===== src/hdl/hsv2rgb_pkg.sv =====
package hsv2rgb_pkg;

    localparam int HUE_W = 15;
    localparam int CH_W  = 8;
    localparam int SV_W  = 2 * CH_W;

    // Divisor left once the 1 << frac factor of 255 * 60 << frac is taken out.
    localparam int DIV_K       = 255 * 60;
    localparam int Z_W         = 22;
    localparam int RECIP_SHIFT = 22;
    localparam int RECIP       = (1 << RECIP_SHIFT) / DIV_K;
    localparam int RECIP_W     = $clog2(RECIP + 1);

    typedef enum logic [2:0] {
        SEXT_0    = 3'd0,
        SEXT_1    = 3'd1,
        SEXT_2    = 3'd2,
        SEXT_3    = 3'd3,
        SEXT_4    = 3'd4,
        SEXT_5    = 3'd5,
        SEXT_GREY = 3'd6
    } t_sextant;

    typedef struct packed {
        logic [HUE_W-1:0] hue;
        logic [CH_W-1:0]  saturation;
        logic [CH_W-1:0]  brightness;
    } t_hsv_req;

    typedef struct packed {
        logic [CH_W-1:0] red;
        logic [CH_W-1:0] green;
        logic [CH_W-1:0] blue;
    } t_rgb_resp;

    typedef struct packed {
        t_sextant        sextant;
        logic [CH_W-1:0] val;
        logic [CH_W-1:0] low;
    } t_side;

endpackage


===== src/hdl/hsv2rgb_front.sv =====
module hsv2rgb_front #(
    parameter int HUE_FRAC_BITS = 6,
    localparam int PERIOD = 60 << HUE_FRAC_BITS,
    localparam int W_W    = $clog2(PERIOD + 1)
) (
    input  logic                        i_clk,
    input  logic                        i_rst_n,
    input  logic                        i_valid,
    output logic                        o_stall,
    input  hsv2rgb_pkg::t_hsv_req       i_req,
    output logic                        o_valid,
    input  logic                        i_stall,
    output logic [hsv2rgb_pkg::SV_W-1:0] o_sv,
    output logic [W_W-1:0]              o_weight,
    output hsv2rgb_pkg::t_side          o_side
);
    import hsv2rgb_pkg::*;

    localparam int T_W_RAW = $clog2(6 * PERIOD + 1);
    localparam int T_W     = (T_W_RAW > HUE_W) ? T_W_RAW : HUE_W;

    logic             r_v1;
    logic             r_v2;
    logic             adv1;
    logic             adv2;

    logic [T_W-1:0]   hue_ext;
    t_sextant         n_sext;

    logic [HUE_W-1:0] r_hue1;
    t_sextant         r_sext1;
    logic [SV_W-1:0]  r_sv1;
    logic [CH_W-1:0]  r_val1;

    logic [T_W-1:0]   base;
    logic [T_W-1:0]   rem_full;
    logic [W_W-1:0]   rem;
    logic             odd;
    logic [W_W-1:0]   n_weight;
    logic [16:0]      grey_t;
    logic [16:0]      grey_s;
    logic [CH_W-1:0]  n_low;

    logic [SV_W-1:0]  r_sv2;
    logic [W_W-1:0]   r_weight2;
    t_side            r_side2;

    assign adv2    = !r_v2 || !i_stall;
    assign adv1    = !r_v1 || adv2;
    assign o_stall = !adv1;

    always_comb begin
        hue_ext = T_W'(i_req.hue);
        if (hue_ext < T_W'(PERIOD)) begin
            n_sext = SEXT_0;
        end else if (hue_ext < T_W'(2 * PERIOD)) begin
            n_sext = SEXT_1;
        end else if (hue_ext < T_W'(3 * PERIOD)) begin
            n_sext = SEXT_2;
        end else if (hue_ext < T_W'(4 * PERIOD)) begin
            n_sext = SEXT_3;
        end else if (hue_ext < T_W'(5 * PERIOD)) begin
            n_sext = SEXT_4;
        end else if (hue_ext < T_W'(6 * PERIOD)) begin
            n_sext = SEXT_5;
        end else begin
            n_sext = SEXT_GREY;
        end
    end

    always_comb begin
        case (r_sext1)
            SEXT_0:  base = '0;
            SEXT_1:  base = T_W'(PERIOD);
            SEXT_2:  base = T_W'(2 * PERIOD);
            SEXT_3:  base = T_W'(3 * PERIOD);
            SEXT_4:  base = T_W'(4 * PERIOD);
            SEXT_5:  base = T_W'(5 * PERIOD);
            default: base = '0;
        endcase
        rem_full = T_W'(r_hue1) - base;
        rem      = rem_full[W_W-1:0];
        odd      = (r_sext1 == SEXT_1) || (r_sext1 == SEXT_3) || (r_sext1 == SEXT_5);
        n_weight = odd ? rem : (W_W'(PERIOD) - rem);

        // Ceiling of sv / 255, using the exact 16-bit divide-by-255 identity.
        grey_t = 17'(r_sv1) + 17'd254;
        grey_s = grey_t + 17'(grey_t[16:8]) + 17'd1;
        n_low  = r_val1 - grey_s[15:8];
    end

    always_ff @(posedge i_clk) begin
        if (!i_rst_n) begin
            r_v1 <= 1'b0;
            r_v2 <= 1'b0;
        end else begin
            if (adv1) begin
                r_v1 <= i_valid;
            end
            if (adv2) begin
                r_v2 <= r_v1;
            end
        end
    end

    always_ff @(posedge i_clk) begin
        if (adv1) begin
            r_hue1  <= i_req.hue;
            r_sext1 <= n_sext;
            r_sv1   <= SV_W'(i_req.saturation) * SV_W'(i_req.brightness);
            r_val1  <= i_req.brightness;
        end
        if (adv2) begin
            r_sv2           <= r_sv1;
            r_weight2       <= n_weight;
            r_side2.sextant <= r_sext1;
            r_side2.val     <= r_val1;
            r_side2.low     <= n_low;
        end
    end

    assign o_valid  = r_v2;
    assign o_sv     = r_sv2;
    assign o_weight = r_weight2;
    assign o_side   = r_side2;

endmodule


===== src/hdl/hsv2rgb_scale.sv =====
module hsv2rgb_scale #(
    parameter int HUE_FRAC_BITS = 6,
    localparam int PERIOD = 60 << HUE_FRAC_BITS,
    localparam int W_W    = $clog2(PERIOD + 1)
) (
    input  logic                         i_clk,
    input  logic                         i_rst_n,
    input  logic                         i_valid,
    output logic                         o_stall,
    input  logic [hsv2rgb_pkg::SV_W-1:0] i_sv,
    input  logic [W_W-1:0]               i_weight,
    input  hsv2rgb_pkg::t_side           i_side,
    output logic                         o_valid,
    input  logic                         i_stall,
    output logic [hsv2rgb_pkg::CH_W-1:0] o_quot,
    output logic                         o_round,
    output hsv2rgb_pkg::t_side           o_side
);
    import hsv2rgb_pkg::*;

    localparam int X_W = SV_W + W_W;
    localparam int P_W = Z_W + RECIP_W;

    logic [3:0]       r_v;
    logic [3:0]       adv;
    t_side            r_side [4];

    logic [X_W-1:0]   r_x;
    logic [X_W:0]     x_sum;
    logic [Z_W-1:0]   y;
    logic [Z_W-1:0]   r_z4;
    logic [P_W-1:0]   prod;
    logic [CH_W-1:0]  r_q5;
    logic [Z_W-1:0]   r_z5;
    logic [Z_W-1:0]   back;
    logic [Z_W-1:0]   resid;
    logic [CH_W-1:0]  r_q6;
    logic             r_round6;

    assign adv[3]  = !r_v[3] || !i_stall;
    assign adv[2]  = !r_v[2] || adv[3];
    assign adv[1]  = !r_v[1] || adv[2];
    assign adv[0]  = !r_v[0] || adv[1];
    assign o_stall = !adv[0];

    always_comb begin
        x_sum = (X_W + 1)'(r_x) + (X_W + 1)'((1 << HUE_FRAC_BITS) - 1);
        y     = x_sum[HUE_FRAC_BITS +: Z_W];
        prod  = P_W'(r_z4) * P_W'(RECIP);
        back  = Z_W'(r_q5) * Z_W'(DIV_K);
        resid = r_z5 - back;
    end

    always_ff @(posedge i_clk) begin
        if (!i_rst_n) begin
            r_v <= '0;
        end else begin
            if (adv[0]) begin
                r_v[0] <= i_valid;
            end
            if (adv[1]) begin
                r_v[1] <= r_v[0];
            end
            if (adv[2]) begin
                r_v[2] <= r_v[1];
            end
            if (adv[3]) begin
                r_v[3] <= r_v[2];
            end
        end
    end

    always_ff @(posedge i_clk) begin
        if (adv[0]) begin
            r_x       <= X_W'(i_sv) * X_W'(i_weight);
            r_side[0] <= i_side;
        end
        if (adv[1]) begin
            r_z4      <= y + Z_W'(DIV_K - 1);
            r_side[1] <= r_side[0];
        end
        if (adv[2]) begin
            r_q5      <= prod[RECIP_SHIFT +: CH_W];
            r_z5      <= r_z4;
            r_side[2] <= r_side[1];
        end
        if (adv[3]) begin
            r_q6      <= r_q5;
            r_round6  <= (resid >= Z_W'(DIV_K));
            r_side[3] <= r_side[2];
        end
    end

    assign o_valid = r_v[3];
    assign o_quot  = r_q6;
    assign o_round = r_round6;
    assign o_side  = r_side[3];

endmodule


===== src/hdl/hsv_to_rgb_converter_core.sv =====
// Channel    Direction  Handshake           Payload
// request    in         i_valid / o_stall   i_req (hue, saturation, brightness)
// result     out        o_valid / i_stall   o_rgb (red, green, blue)
//
// One request is taken in every cycle while o_stall is low, and results leave in request order.
// The depth is set by the two multiplications and the reciprocal divide, each in its own stage.
// Reset clears every stage's valid bit, so the pipeline comes up empty.
// A stall holds only the stages that are full; empty stages ahead of it keep filling.
module hsv_to_rgb_converter_core #(
    parameter int HUE_FRAC_BITS = 6
) (
    input  logic                   i_clk,
    input  logic                   i_rst_n,
    input  logic                   i_valid,
    output logic                   o_stall,
    input  hsv2rgb_pkg::t_hsv_req  i_req,
    output logic                   o_valid,
    input  logic                   i_stall,
    output hsv2rgb_pkg::t_rgb_resp o_rgb
);
    import hsv2rgb_pkg::*;

    localparam int PERIOD = 60 << HUE_FRAC_BITS;
    localparam int W_W    = $clog2(PERIOD + 1);

    logic             f_valid;
    logic             f_stall;
    logic [SV_W-1:0]  f_sv;
    logic [W_W-1:0]   f_weight;
    t_side            f_side;

    logic             s_valid;
    logic             s_stall;
    logic [CH_W-1:0]  s_quot;
    logic             s_round;
    t_side            s_side;

    logic             adv;
    logic [CH_W-1:0]  mid;
    t_rgb_resp        n_rgb;
    logic             r_valid;
    t_rgb_resp        r_rgb;

    hsv2rgb_front #(
        .HUE_FRAC_BITS(HUE_FRAC_BITS)
    ) u_front (
        .i_clk   (i_clk),
        .i_rst_n (i_rst_n),
        .i_valid (i_valid),
        .o_stall (o_stall),
        .i_req   (i_req),
        .o_valid (f_valid),
        .i_stall (f_stall),
        .o_sv    (f_sv),
        .o_weight(f_weight),
        .o_side  (f_side)
    );

    hsv2rgb_scale #(
        .HUE_FRAC_BITS(HUE_FRAC_BITS)
    ) u_scale (
        .i_clk   (i_clk),
        .i_rst_n (i_rst_n),
        .i_valid (f_valid),
        .o_stall (f_stall),
        .i_sv    (f_sv),
        .i_weight(f_weight),
        .i_side  (f_side),
        .o_valid (s_valid),
        .i_stall (s_stall),
        .o_quot  (s_quot),
        .o_round (s_round),
        .o_side  (s_side)
    );

    assign adv     = !r_valid || !i_stall;
    assign s_stall = !adv;

    always_comb begin
        mid   = s_side.val - s_quot - CH_W'(s_round);
        n_rgb = '{red: s_side.low, green: s_side.low, blue: s_side.low};
        case (s_side.sextant)
            SEXT_0: begin
                n_rgb.red   = s_side.val;
                n_rgb.green = mid;
            end
            SEXT_1: begin
                n_rgb.red   = mid;
                n_rgb.green = s_side.val;
            end
            SEXT_2: begin
                n_rgb.green = s_side.val;
                n_rgb.blue  = mid;
            end
            SEXT_3: begin
                n_rgb.green = mid;
                n_rgb.blue  = s_side.val;
            end
            SEXT_4: begin
                n_rgb.red   = mid;
                n_rgb.blue  = s_side.val;
            end
            SEXT_5: begin
                n_rgb.red   = s_side.val;
                n_rgb.blue  = mid;
            end
            default: begin
            end
        endcase
    end

    always_ff @(posedge i_clk) begin
        if (!i_rst_n) begin
            r_valid <= 1'b0;
        end else if (adv) begin
            r_valid <= s_valid;
        end
    end

    always_ff @(posedge i_clk) begin
        if (adv) begin
            r_rgb <= n_rgb;
        end
    end

    assign o_valid = r_valid;
    assign o_rgb   = r_rgb;

endmodule


===== config.mk =====
export PLATFORM = sky130hd
export DESIGN_NAME = hsv_to_rgb_converter_core
export DESIGN_NICKNAME = d
export VERILOG_FILES = /design/src/hdl/hsv2rgb_pkg.sv /design/src/hdl/hsv2rgb_front.sv /design/src/hdl/hsv2rgb_scale.sv /design/src/hdl/hsv_to_rgb_converter_core.sv
export SDC_FILE = /design/constraint.sdc
export NUM_CORES = 1
export LEC_CHECK = 0
export CORE_ASPECT_RATIO = 0.6
export CORE_MARGIN = 2
export CORE_UTILIZATION = 50
export CTS_BUF_LIST = sky130_fd_sc_hd__clkbuf_8
export CTS_CLUSTER_DIAMETER = 150
export DETAILED_ROUTE_END_ITERATION = 8
export DONT_BUFFER_PORTS = 1
export SETUP_SLACK_MARGIN = 0.02
export SLEW_MARGIN = 25
export SYNTH_ARGS = -nofsm -noshare
export SYNTH_HDL_FRONTEND = slang
export SYNTH_SLANG_ARGS = --single-unit

===== constraint.sdc =====
create_clock -name i_clk -period 7.99 [get_ports i_clk]
set_input_delay 0.3995 -clock i_clk [delete_from_list [all_inputs] [get_ports i_clk]]
set_output_delay 0.3995 -clock i_clk [all_outputs]
set_load 0.05 [all_outputs]

==> results of run 1 <==
## cells by family (layout without fill, tap and decap cells)
group           Yosys count  in the layout  synth area share (%)
flops                   280            280                  35.6
mux                       7              7                 0.299
simple gates            544            544                  11.1
xor+xnor                134            134                  5.01
buf+inv                 430            491                  6.90
fa+ha+maj               491            491                  33.4
compound gates          286            286                  7.72
## worst max-delay path: stages, from the launching register on
cell	delay [ns]
edfxtp_1	0.56
fa_1	0.68
inv_1	0.08
fa_1	0.53
inv_1	0.06
fa_1	0.50
fa_1	0.49
ha_1	0.25
nor3_1	0.29
a211oi_1	0.17
or4_1	0.52
nand2_1	0.10
ha_1	0.30
a21oi_1	0.32
o21bai_1	0.11
a21oi_1	0.27
o21ai_0	0.13
nor4_1	0.18
nand3_1	0.12
a2111o_1	0.28
## worst paths after layout
path / cells past startpoint / endpoint
max: 19 / u_scale.o_round$_DFFE_PP_
min: 2 / u_front.r_sext1[2]$_SDFFCE_PP0N_
max reg2reg: 19 / u_scale.o_round$_DFFE_PP_
min reg2reg: 0 / u_scale.r_side[3][1]$_DFFE_PP_
## state kept, by name, indices dropped and copies added, names as in the netlist
signal,flops
u_scale.r_x,28
u_scale.r_z4,22
u_scale.r_side,76
o_rgb,24
u_scale.o_quot,8
u_front.o_sv,16
u_front.o_side,19
o_valid,1
u_front.o_weight,12
u_front.r_hue1,12
u_front.r_v1,1
u_scale.r_z5,20
u_front.r_val1,8
u_front.r_sv1,16
u_scale.r_q5,8
u_front.r_sext1,3
u_scale.o_round,1
u_scale.r_v,4
u_front.o_valid,1
## cells in the mapped netlist, types with 3 or more instances
| library cell | n |
|---|---|
| a211oi_1 | 4 |
| or2_2 | 4 |
| a21boi_0 | 6 |
| a21oi_1 | 90 |
| nor2_1 | 68 |
| nor4_1 | 6 |
| nor2b_1 | 15 |
| o21bai_1 | 5 |
| fa_1 | 222 |
| o41ai_1 | 3 |
| o31ai_1 | 6 |
| o31a_1 | 3 |
| nand2_1 | 244 |
| o211ai_1 | 5 |
| and2_1 | 96 |
| nand2b_1 | 24 |
| nand3_2 | 3 |
| dfxtp_1 | 7 |
| o2111ai_1 | 3 |
| nor3_1 | 23 |
| and3_1 | 12 |
| xor2_1 | 41 |
| edfxtp_1 | 273 |
| or3_1 | 4 |
| or4_1 | 3 |
| clkbuf_1 | 41 |
| xnor2_1 | 93 |
| a31oi_1 | 5 |
| ha_1 | 269 |
| nand3_1 | 29 |
| nand4_1 | 4 |
| o22ai_1 | 13 |
| a211o_1 | 6 |
| mux2i_1 | 7 |
| a21o_1 | 21 |
| a2111oi_0 | 3 |
| o21a_1 | 17 |
| o21ai_0 | 74 |
| inv_1 | 389 |
## stage by stage
step	setup WS (ns)	area, um2	hold WS [ns]	util [%]	cells
2_1_floorplan	2.30	23400	0.400	-	2172
5_1_grt	1.48	25200	0.0213	54.5	2863
3_3_place_gp	1.94	24100	0.403	52.0	2762
6_report	1.78	25200	0.0528	54.5	2863
3_5_place_dp	1.92	24100	0.405	52.0	2762
4_1_cts	1.86	25200	0.00407	54.4	2863
## final cells by class
type	instances	share of cell area (%)
clock buffer	44	2.40
clock inverter	32	1.06
inverter	389	5.79
multi-input combinational	1462	53.5
sequential	280	33.1
tap	630	3.13
timing repair buffer	26	1.02
## per-layer routing
metal	GRT usage, %	vias to the layer above
met5	0	-
met4	3.66	0
met3	4.76	53
met2	27.9	389
met1	31.1	7132
li1	-	7233
## timing repair
item                                    4_1_cts  5_1_grt
hold endpoints to repair                     29        0
endpoints found under the setup margin        0        0
hold buffers                                 25        0
==> summary.md, run 1 <==
| Metric | Value |
|---|---|
| Run status | `complete, no violations` |
| Initial Util | `between 50% and 60%` |
| Max clock buf depth | `3` |
| Setup CP Type | `reg2reg` |
| Chip height | `172 um` |
| Max frequency | `about 160 MHz` |
| Multi-input gate area | `about 13000 um2` |
| RSZ-0062 raised after global routing | `no` |
| Initial antenna violation count | `1` |
| WP data required | `~8.3 ns` |
| Final hold viol count | `0` |
| Filler cell count | `4052` |
| Antenna Cells | `0` |
| Met1 wire length | `around 24000 um` |
| Fin nets | `2727` |
| DRC | `0` |
| Ys async rst share | `0%` |
| Slew Limit Fails | `0` |
| Die area | `48600 um2` |
| Drt pass-1 iters | `5` |
| Layout cells sized above 1 | `3.85%` |
| Clock sink count | `between 200 and 300` |
| Critical Path AT | `approximately 6.5 ns` |
| # IOs | `61` |
| Seq/Total Area, Yosys | `a little over a third` |
| Vias in the first global route | `between 10000 and 15000` |
| FF/Latch Area | `8340 um2` |
| Rel. slew slack | `34.1%` |
| Highest routed layer | `met4` |
| Routed WL per cell | `16.3 um` |
| Post-DP HPWL | `between 30000 and 40000 um` |
| GP Congestion | `~0.86` |
| Count of cell types in the netlist | `63` |
| Synthesis-stage register bit count | `280` |
| R2R Setup Slk | `~1.8 ns` |
| Core box area | `about 46000 um2` |
| Number of flops mapped to enable cells by yosys | `~270` |
| Cell count after synthesis | `2172` |
| Yosys warns | `0` |
| Setup violators final | `0` |
| CTS root buf | `clkbuf_8` |
| Routed Wire Length | `about 47000 um` |
| Synthesized area per cell | `10.8 um2` |
| Commonest cells after routing, fill and taps aside | `397 x inv_1, 273 x edfxtp_1, 269 x ha_1, 240 x nand2_1, 222 x fa_1` |
| Clock transition at path regs | `0.07 ns` |
| Wire length on met3 | `3240 um` |
| Type of the most critical hold path | `in2reg` |
| Worst-Skew Late Latency | `0.61 ns` |
| Clock Skew | `0.0378 ns` |
| Most common cell after layout, fill and taps aside | `inv_1` |
| Hold Path Origin | `i_req[30]` |
| Post-CTS Setup Inserts | `0` |
| WL met2 | `approximately 19000 um` |
| TNS Setup | `0 ns` |
| Mapped Area | `23400 um2` |
| P&R area growth vs syn | `7.69%` |
| Vias/cell | `about 5.2` |
| CP Max Fanout | `7` |
| CTS buffer count | `42` |
| Row cnt | `a little over 60` |
| Crit path from | `u_scale.r_q5[5]$_DFFE_PP_` |
| Max-cap viol count | `0` |
| Worst-Margin Slew | `0.989 ns` |
| I/O Buffers | `0` |
| Largest net degree at the start of global routing | `48` |
| Yosys top cell by area | `edfxtp_1` |
| Vias | `between 10000 and 15000` |
| H-tree levels | `2` |
| Top_reg_cell synth | `edfxtp_1` |
| Gates resized, CTS repair | `0` |
| Gr ovfl total | `0` |
| Top cell type's share of synthesized area | `a little over a third` |
| Antenna viol nets, final | `0` |
| Synthesized net count | `roughly 2700` |
| Main area contributors after synthesis | `edfxtp_1 35%, fa_1 19%, ha_1 14%` |
| Detailed Route Iter0 Violations | `between 900 and 1000` |
| Tot GR Track Use | `between 10% and 20%` |
| Period utilization | `between 70% and 80%` |
| CTS tree | `built` |
| Minimum clock period | `about 6.2 ns` |
| Critical path capture point type | `register` |
| Global-route wire length before repair | `~77000 um` |
| Critical path launch point type | `register` |
| Die Span X | `roughly 280 um` |
| Worst r2r src | `u_scale.r_q5[5]$_DFFE_PP_` |
Power of run 1 is not shown: default switching activity piles up to over one toggle a cycle in this logic, so the estimate is an artifact.
==> inputs of run 2 (changes only) <==
--- a/config.mk
+++ b/config.mk
@@ -5,6 +5,7 @@
 export SDC_FILE = /design/constraint.sdc
 export NUM_CORES = 1
 export LEC_CHECK = 0
+export ABC_AREA = 1
 export CORE_ASPECT_RATIO = 0.6
 export CORE_MARGIN = 2
 export CORE_UTILIZATION = 50
==> constraint.sdc (replaced) <==
create_clock -name i_clk -period 6.3 [get_ports i_clk]
set_input_delay 0.315 -clock i_clk [delete_from_list [all_inputs] [get_ports i_clk]]
set_output_delay 0.315 -clock i_clk [all_outputs]
set_load 0.05 [all_outputs]
==> run 2 against run 1 <==
Compared with the run above: highest routed layer unchanged; via count up 22%; utilization grew 0.40 points; non-clock buffer count rose by 9; clock-buffer cell count grew 2.
==> summary.md, run 2 <==
| Metric | Value |
|---|---|
| Max frequency | `173 MHz (was 161 MHz)` |
| Slowest stage delay, CP | `0.54 ns (was 0.68 ns)` |
| Period utilization | `91.8% (was 77.8%)` |
| Synthesized net count | `3336 (was 2698)` |
| CTS tree | `built (unchanged)` |
| Most common cell after layout, fill and taps aside | `nand2_1 (was inv_1)` |
| I/O Buffers | `0 (unchanged)` |
| Tot GR Track Use | `22.2% (was 19.9%)` |
| Vias | `18100 (was 14800)` |
| Largest net degree at the start of global routing | `50 (was 48)` |
| Clock Skew | `0.0413 ns (was 0.0378 ns)` |
| Drt pass-1 iters | `5 (unchanged)` |
| WHS | `0.0439 ns (was 0.0528 ns)` |
| DRC | `0 (unchanged)` |
| Filler cell count | `4454 (was 4052)` |
| Worst hold path depth | `2 (unchanged)` |
| Minimum clock period | `5.78 ns (was 6.21 ns)` |
| Max clock buf depth | `3 (unchanged)` |
| Synth cell count leaders | `652 x nand2_1, 630 x inv_1, 273 x edfxtp_1, 269 x ha_1, 222 x fa_1 (was 389 x inv_1, 273 x edfxtp_1, 269 x ha_1, 244 x nand2_1, 222 x fa_1)` |
| Die Span X | `294 um (was 283 um)` |
| Count of cell types in the netlist | `50 (was 63)` |
| Type of the most critical hold path | `in2reg (unchanged)` |
| Critical path capture point type | `register (unchanged)` |
| Vias in the first global route | `18000 (was 14900)` |
| Setup violators final | `0 (unchanged)` |
| Synthesis-stage register bit count | `280 (unchanged)` |
| Routed Wire Length | `56100 um (was 46800 um)` |
| Row cnt | `63 (was 61)` |
| Initial Util | `50.9% (was 50.6%)` |
| Worst-Margin Slew | `0.844 ns (was 0.989 ns)` |
| CTS root buf | `clkbuf_8 (unchanged)` |
| Top cell type's share of synthesized area | `32.4% (was 35.0%)` |
| Slew Limit Fails | `0 (unchanged)` |
| Clock sink count | `280 (unchanged)` |
| Layout cells sized above 1 | `4.40% (was 3.85%)` |
| CP Max Fanout | `6 (was 7)` |
| Yosys warns | `0 (unchanged)` |
| Initial antenna violation count | `0 (was 1)` |
| Detailed Route Iter0 Violations | `1426 (was 951)` |
| Synthesized area per cell | `9.00 um2 (was 10.8 um2)` |
| Die area | `52500 um2 (was 48600 um2)` |
| Global-route wire length before repair | `93000 um (was 77300 um)` |
| Vias/cell | `5.14 (was 5.17)` |
| Main area contributors after synthesis | `edfxtp_1 32%, fa_1 18%, ha_1 13% (was edfxtp_1 35%, fa_1 19%, ha_1 14%)` |
| Top-count cell post-synth | `nand2_1 (was inv_1)` |
| Top_reg_cell synth | `edfxtp_1 (unchanged)` |
| Final hold viol count | `0 (unchanged)` |
| Worst-Skew Late Latency | `0.60 ns (was 0.61 ns)` |
| Run status | `complete, no violations (unchanged)` |
| Most flop-heavy register | `u_scale.r_side (unchanged)` |
| Clock transition at path regs | `0.08 ns (was 0.07 ns)` |
| P&R area growth vs syn | `7.78% (was 7.69%)` |
| # IOs | `61 (unchanged)` |
| Critical Path AT | `6.14 ns (was 6.54 ns)` |
| H-tree levels | `2 (unchanged)` |
| Chip height | `178 um (was 172 um)` |
| Number of flops mapped to enable cells by yosys | `273 (unchanged)` |
| Yosys top cell by area | `edfxtp_1 (unchanged)` |
| Antenna viol nets, final | `0 (unchanged)` |
| CP Depth | `26 (was 19)` |
| WP data required | `6.66 ns (was 8.31 ns)` |
| Crit path buf inv count | `4 (was 2)` |
| Antenna Cells | `0 (unchanged)` |
| CP max stage cell | `fa_1 (unchanged)` |
| Gr ovfl total | `0 (unchanged)` |
| Largest register FFs | `76 (unchanged)` |
| Critical path launch point type | `register (unchanged)` |
| R2R depth | `26 (was 19)` |
| Core box area | `49700 um2 (was 46300 um2)` |
| Max-cap viol count | `0 (unchanged)` |
| TNS Setup | `0 ns (unchanged)` |
| Cell count after synthesis | `2810 (was 2172)` |
| Setup CP Type | `reg2reg (unchanged)` |
| Mapped Area | `25300 um2 (was 23400 um2)` |
| RSZ-0062 raised after global routing | `no (unchanged)` |
| Ys async rst share | `0% (unchanged)` |
| Fin nets | `3359 (was 2727)` |
| Rel. slew slack | `43.6% (was 34.1%)` |
| Seq/Total Area, Yosys | `33.0% (was 35.6%)` |
| Commonest cells after routing, fill and taps aside | `651 x nand2_1, 635 x inv_1, 273 x edfxtp_1, 269 x ha_1, 222 x fa_1 (was 397 x inv_1, 273 x edfxtp_1, 269 x ha_1, 240 x nand2_1, 222 x fa_1)` |
| Crit-path leading delay family | `adder cells (unchanged)` |
| GP Congestion | `0.889 (was 0.859)` |
| Post-DP HPWL | `45000 um (was 37400 um)` |
| CTS buffer count | `44 (was 42)` |
| Routed WL per cell | `16.0 um (was 16.3 um)` |
run 2: final cells by class:
cell class / count / area [um2] / share of cell area, %
multi-input combinational: 1837 / 14400 / 52.9
sequential: 280 / 8340 / 30.6
inverter: 635 / 2410 / 8.83
tap: 650 / 813 / 2.98
clock buffer: 46 / 633 / 2.32
timing repair buffer: 35 / 328 / 1.20
clock inverter: 33 / 327 / 1.20
run 2: path summary, 6_finish.rpt:
| kind | startpoint | endpoint | slack [ns] |
|---|---|---|---|
| worst max-delay path | u_scale.r_q5[2]$_DFFE_PP_ | u_scale.o_round$_DFFE_PP_ | 0.52 |
| worst min-delay path | i_req[24] | u_front.r_sext1[0]$_SDFFCE_PP0N_ | 0.04 |
| worst max register to register | u_scale.r_q5[2]$_DFFE_PP_ | u_scale.o_round$_DFFE_PP_ | 0.52 |
| worst min register to register | u_scale.r_side[1][18]$_DFFE_PP_ | u_scale.r_side[2][18]$_DFFE_PP_ | 0.40 |
run 2: through the flow:
step	util, %	setup WS (ns)	instances	instance area [um2]
after floorplan	-	-0.179	2810	25400
after global placement	52.4	0.390	3407	26000
after detailed placement	52.4	0.425	3407	26000
after CTS	54.8	0.415	3512	27200
after global routing	54.9	0.0869	3516	27300
final	54.9	0.518	3516	27300
run 2: per-layer routing:
layer  up-vias  GRT usage (%)  wire length [um]
met5         -              0                 0
met4         0           4.04               763
met3        62           3.16              3100
met2       428           31.7             22600
met1      8669           35.8             29600
li1       8902              -                 -
run 2: what timing repair did:
item | in CTS | in global routing
endpoints found under the setup margin | 0 | 1
resized for setup | 0 | 1
endpoints found under the hold margin | 29 | 0
hold buffers | 26 | 0
setup buffers | 0 | 4
run 2: logic make-up after synthesis:
kind of cell	synth area share, %
AO/OA/AOI/OAI	6.09
XOR/XNOR	3.67
adder cells (fa/ha/maj)	30.9
buffers and inverters	10.3
flip-flops	33.0
AND/OR/NAND/NOR	16.1
Power of run 2 is left out for the same reason.
==> inputs of run 3 (changes only) <==
--- a/config.mk
+++ b/config.mk
@@ -13,6 +13,7 @@
 export CTS_CLUSTER_DIAMETER = 150
 export DETAILED_ROUTE_END_ITERATION = 8
 export DONT_BUFFER_PORTS = 1
+export GPL_TIMING_DRIVEN = 0
 export SETUP_SLACK_MARGIN = 0.02
 export SLEW_MARGIN = 25
 export SYNTH_ARGS = -nofsm -noshare
==> run 3 against run 2 <==
Compared with the run above: setup slack worse by 0.20 ns; sequential share of layout area fell by 0.27 points; clock skew decreased by 0.018 ns; wire length up 4.1%; die area did not move; cell count grew 1.9%; worst hold slack got worse by 0.0025 ns; clock-buffer cell count fell by 2; register-to-register slack worse by 0.20 ns.
==> summary.md, run 3 (synthesized netlist as in run 2, its figures left out) <==
| Metric | Value |
|---|---|
| Run status | `complete, no violations (unchanged)` |
| Most common cell after layout, fill and taps aside | `nand2_1 (unchanged)` |
| Setup crit end | `u_scale.r_x[26]$_DFFE_PP_ (was u_scale.o_round$_DFFE_PP_)` |
| Slew Limit Fails | `0 (unchanged)` |
| Drt pass-1 iters | `6 (was 5)` |
| Critical path launch point type | `register (unchanged)` |
| Clock sink count | `280 (unchanged)` |
| Worst-path cell chain | `clkbuf_1 -> clkbuf_2 -> nand2_1 -> fa_1 -> inv_1 -> fa_1 -> fa_1 -> inv_1 -> fa_1 -> inv_1 -> fa_1 -> ha_1 -> a21oi_1 -> o21ai_0 -> a21oi_1 -> o21ai_0 -> a21oi_1 -> inv_1 -> nand2_1 -> nand2_1 -> nand2_1 -> nand2_1` |
| DRC | `0 (unchanged)` |
| Final core occ | `55.4% (was 54.9%)` |
| Worst-Skew Late Latency | `0.60 ns (about the same)` |
| Crit-path leading delay family | `adder cells (unchanged)` |
| CP Max Fanout | `10 (was 6)` |
| Final hold viol count | `0 (unchanged)` |
| R2R Setup Slk | `0.32 ns (was 0.52 ns)` |
| Die area | `52500 um2 (unchanged)` |
| RR Endpoint | `u_scale.r_x[26]$_DFFE_PP_ (was u_scale.o_round$_DFFE_PP_)` |
| Vias/cell | `5.10 (was 5.14)` |
| Type of the most critical hold path | `in2reg (unchanged)` |
| Critical path capture point type | `register (unchanged)` |
| Setup violators final | `0 (unchanged)` |
| Largest register FFs | `76 (unchanged)` |
| WP data required | `6.64 ns (was 6.66 ns)` |
| Detailed Route Iter0 Violations | `1510 (was 1426)` |
| Crit path buf inv count | `6 (was 4)` |
| Vias | `18300 (was 18100)` |
| Initial Util | `50.9% (unchanged)` |
| CTS buffer count | `44 (unchanged)` |
| Worst slack at placement | `-2.13 ns (was 0.425 ns)` |
| P&R area growth vs syn | `8.73% (was 7.78%)` |
| H-tree levels | `2 (unchanged)` |
| Largest net degree at the start of global routing | `27 (was 50)` |
| Fin nets | `3426 (was 3359)` |
| WHS | `0.0415 ns (was 0.0439 ns)` |
| GP Congestion | `0.911 (was 0.889)` |
| CP Depth | `22 (was 26)` |
| Antenna Cells | `0 (unchanged)` |
| Minimum clock period | `5.98 ns (was 5.78 ns)` |
| PnR worst setup slack | `0.318 ns (was 0.518 ns)` |
| Dpl cells | `3460 (was 3407)` |
| Row cnt | `63 (unchanged)` |
| I/O Buffers | `0 (unchanged)` |
| # IOs | `61 (unchanged)` |
| Initial antenna violation count | `0 (unchanged)` |
| Clock transition at path regs | `0.07 ns (was 0.08 ns)` |
| Die Span X | `294 um (unchanged)` |
| Antenna viol nets, final | `0 (unchanged)` |
| Worst-Margin Slew | `0.942 ns (was 0.844 ns)` |
| Period utilization | `94.9% (was 91.8%)` |
| Layout cells sized above 1 | `5.01% (was 4.40%)` |
| Max clock buf depth | `3 (unchanged)` |
| Global-route wire length before repair | `94300 um (was 93000 um)` |
| Crit path from | `u_front.o_weight[5]$_DFFE_PP_ (was u_scale.r_q5[2]$_DFFE_PP_)` |
| Final Non-Filler Cells | `3584 (was 3516)` |
| Tot GR Track Use | `22.9% (was 22.2%)` |
| R2R depth | `22 (was 26)` |
| CP max stage cell | `fa_1 (unchanged)` |
| Max frequency | `167 MHz (was 173 MHz)` |
| Vias in the first global route | `17800 (was 18000)` |
| Slowest stage delay, CP | `0.57 ns (was 0.54 ns)` |
| Commonest cells after routing, fill and taps aside | `651 x nand2_1, 632 x inv_1, 273 x edfxtp_1, 269 x ha_1, 222 x fa_1 (was 651 x nand2_1, 635 x inv_1, 273 x edfxtp_1, 269 x ha_1, 222 x fa_1)` |
| Chip height | `178 um (unchanged)` |
| Post-DP HPWL | `46300 um (was 45000 um)` |
| Setup CP Type | `reg2reg (unchanged)` |
| Rel. slew slack | `36.9% (was 43.6%)` |
| Worst r2r src | `u_front.o_weight[5]$_DFFE_PP_ (was u_scale.r_q5[2]$_DFFE_PP_)` |
| Gr ovfl total | `0 (unchanged)` |
| Critical Path AT | `6.33 ns (was 6.14 ns)` |
| RSZ-0062 raised after global routing | `yes (was no)` |
| Routed WL per cell | `16.3 um (was 16.0 um)` |
| Most flop-heavy register | `u_scale.r_side (unchanged)` |
| Routed Wire Length | `58500 um (was 56100 um)` |
| Clock Skew | `0.0238 ns (was 0.0413 ns)` |
| CTS tree | `built (unchanged)` |
| Core box area | `49700 um2 (unchanged)` |
| Max-cap viol count | `0 (unchanged)` |
| CTS root buf | `clkbuf_8 (unchanged)` |
run 3: cell types whose count changed in the layout (fill, tap and decap cells not counted), moves of 2 or more:
cell	previous run	this run
buf_2	0	2
clkbuf_1	0	47
clkbuf_2	0	8
clkbuf_8	46	44
clkinv_1	6	9
clkinv_2	5	10
clkinvlp_2	0	6
clkinvlp_4	7	12
inv_1	635	632
run 3: worst min path at each step:
stage,start,to,slack (ns),depth (start not counted)
global route,i_stall,o_rgb[23]$_DFFE_PP_,0.02,1
global placement,u_front.o_side[12]$_DFFE_PP_,u_scale.r_side[0][12]$_DFFE_PP_,0.40,0
floorplan,u_front.o_side[0]$_DFFE_PP_,u_scale.r_side[0][0]$_DFFE_PP_,0.40,0
CTS,i_stall,o_rgb[23]$_DFFE_PP_,0.0005,1
finish,i_stall,o_rgb[4]$_DFFE_PP_,0.04,1
detailed placement,u_front.o_side[11]$_DFFE_PP_,u_scale.r_side[0][11]$_DFFE_PP_,0.40,0
run 3: what timing repair did:
| action | 4_1_cts | 5_1_grt |
|---|---|---|
| pin swaps | 1 | 0 |
| cloned | 11 | 0 |
| hold endpoints to repair | 29 | 0 |
| setup buffers | 3 | 5 |
| gates resized for setup | 2 | 18 |
| endpoints found under the setup margin | 89 | 6 |
| hold buffers | 25 | 0 |
run 3: metal layers:
metal | vias to the layer above | global-route usage [%] | wire [um]
met5 | - | 0 | 0
met4 | 0 | 3.81 | 744
met3 | 61 | 4.04 | 3990
met2 | 472 | 32.3 | 23700
met1 | 8705 | 36.8 | 30000
li1 | 9046 | - | -
run 3: per-stage QoR:
step                setup TNS, ns  instance area (um2)
finish                          0                27500
global route              -0.0302                27500
CTS                             0                27400
detailed placement        -114.65                26200
global placement           -98.98                26200
floorplan                   -7.00                25400
run 3: final cells by class:
cell class              instances  area (um2)
plain buffers                  58         230
clock buffers                  44         606
clock inverters                36         313
fillers                      4472       22200
inverters                     635        2410
multi-input cells            1837       14400
flip-flops and latches        280        8340
well taps                     650         813
repair buffers                 33         310
repair inverters               11        67.6
Power of run 3 is left out for the same reason.
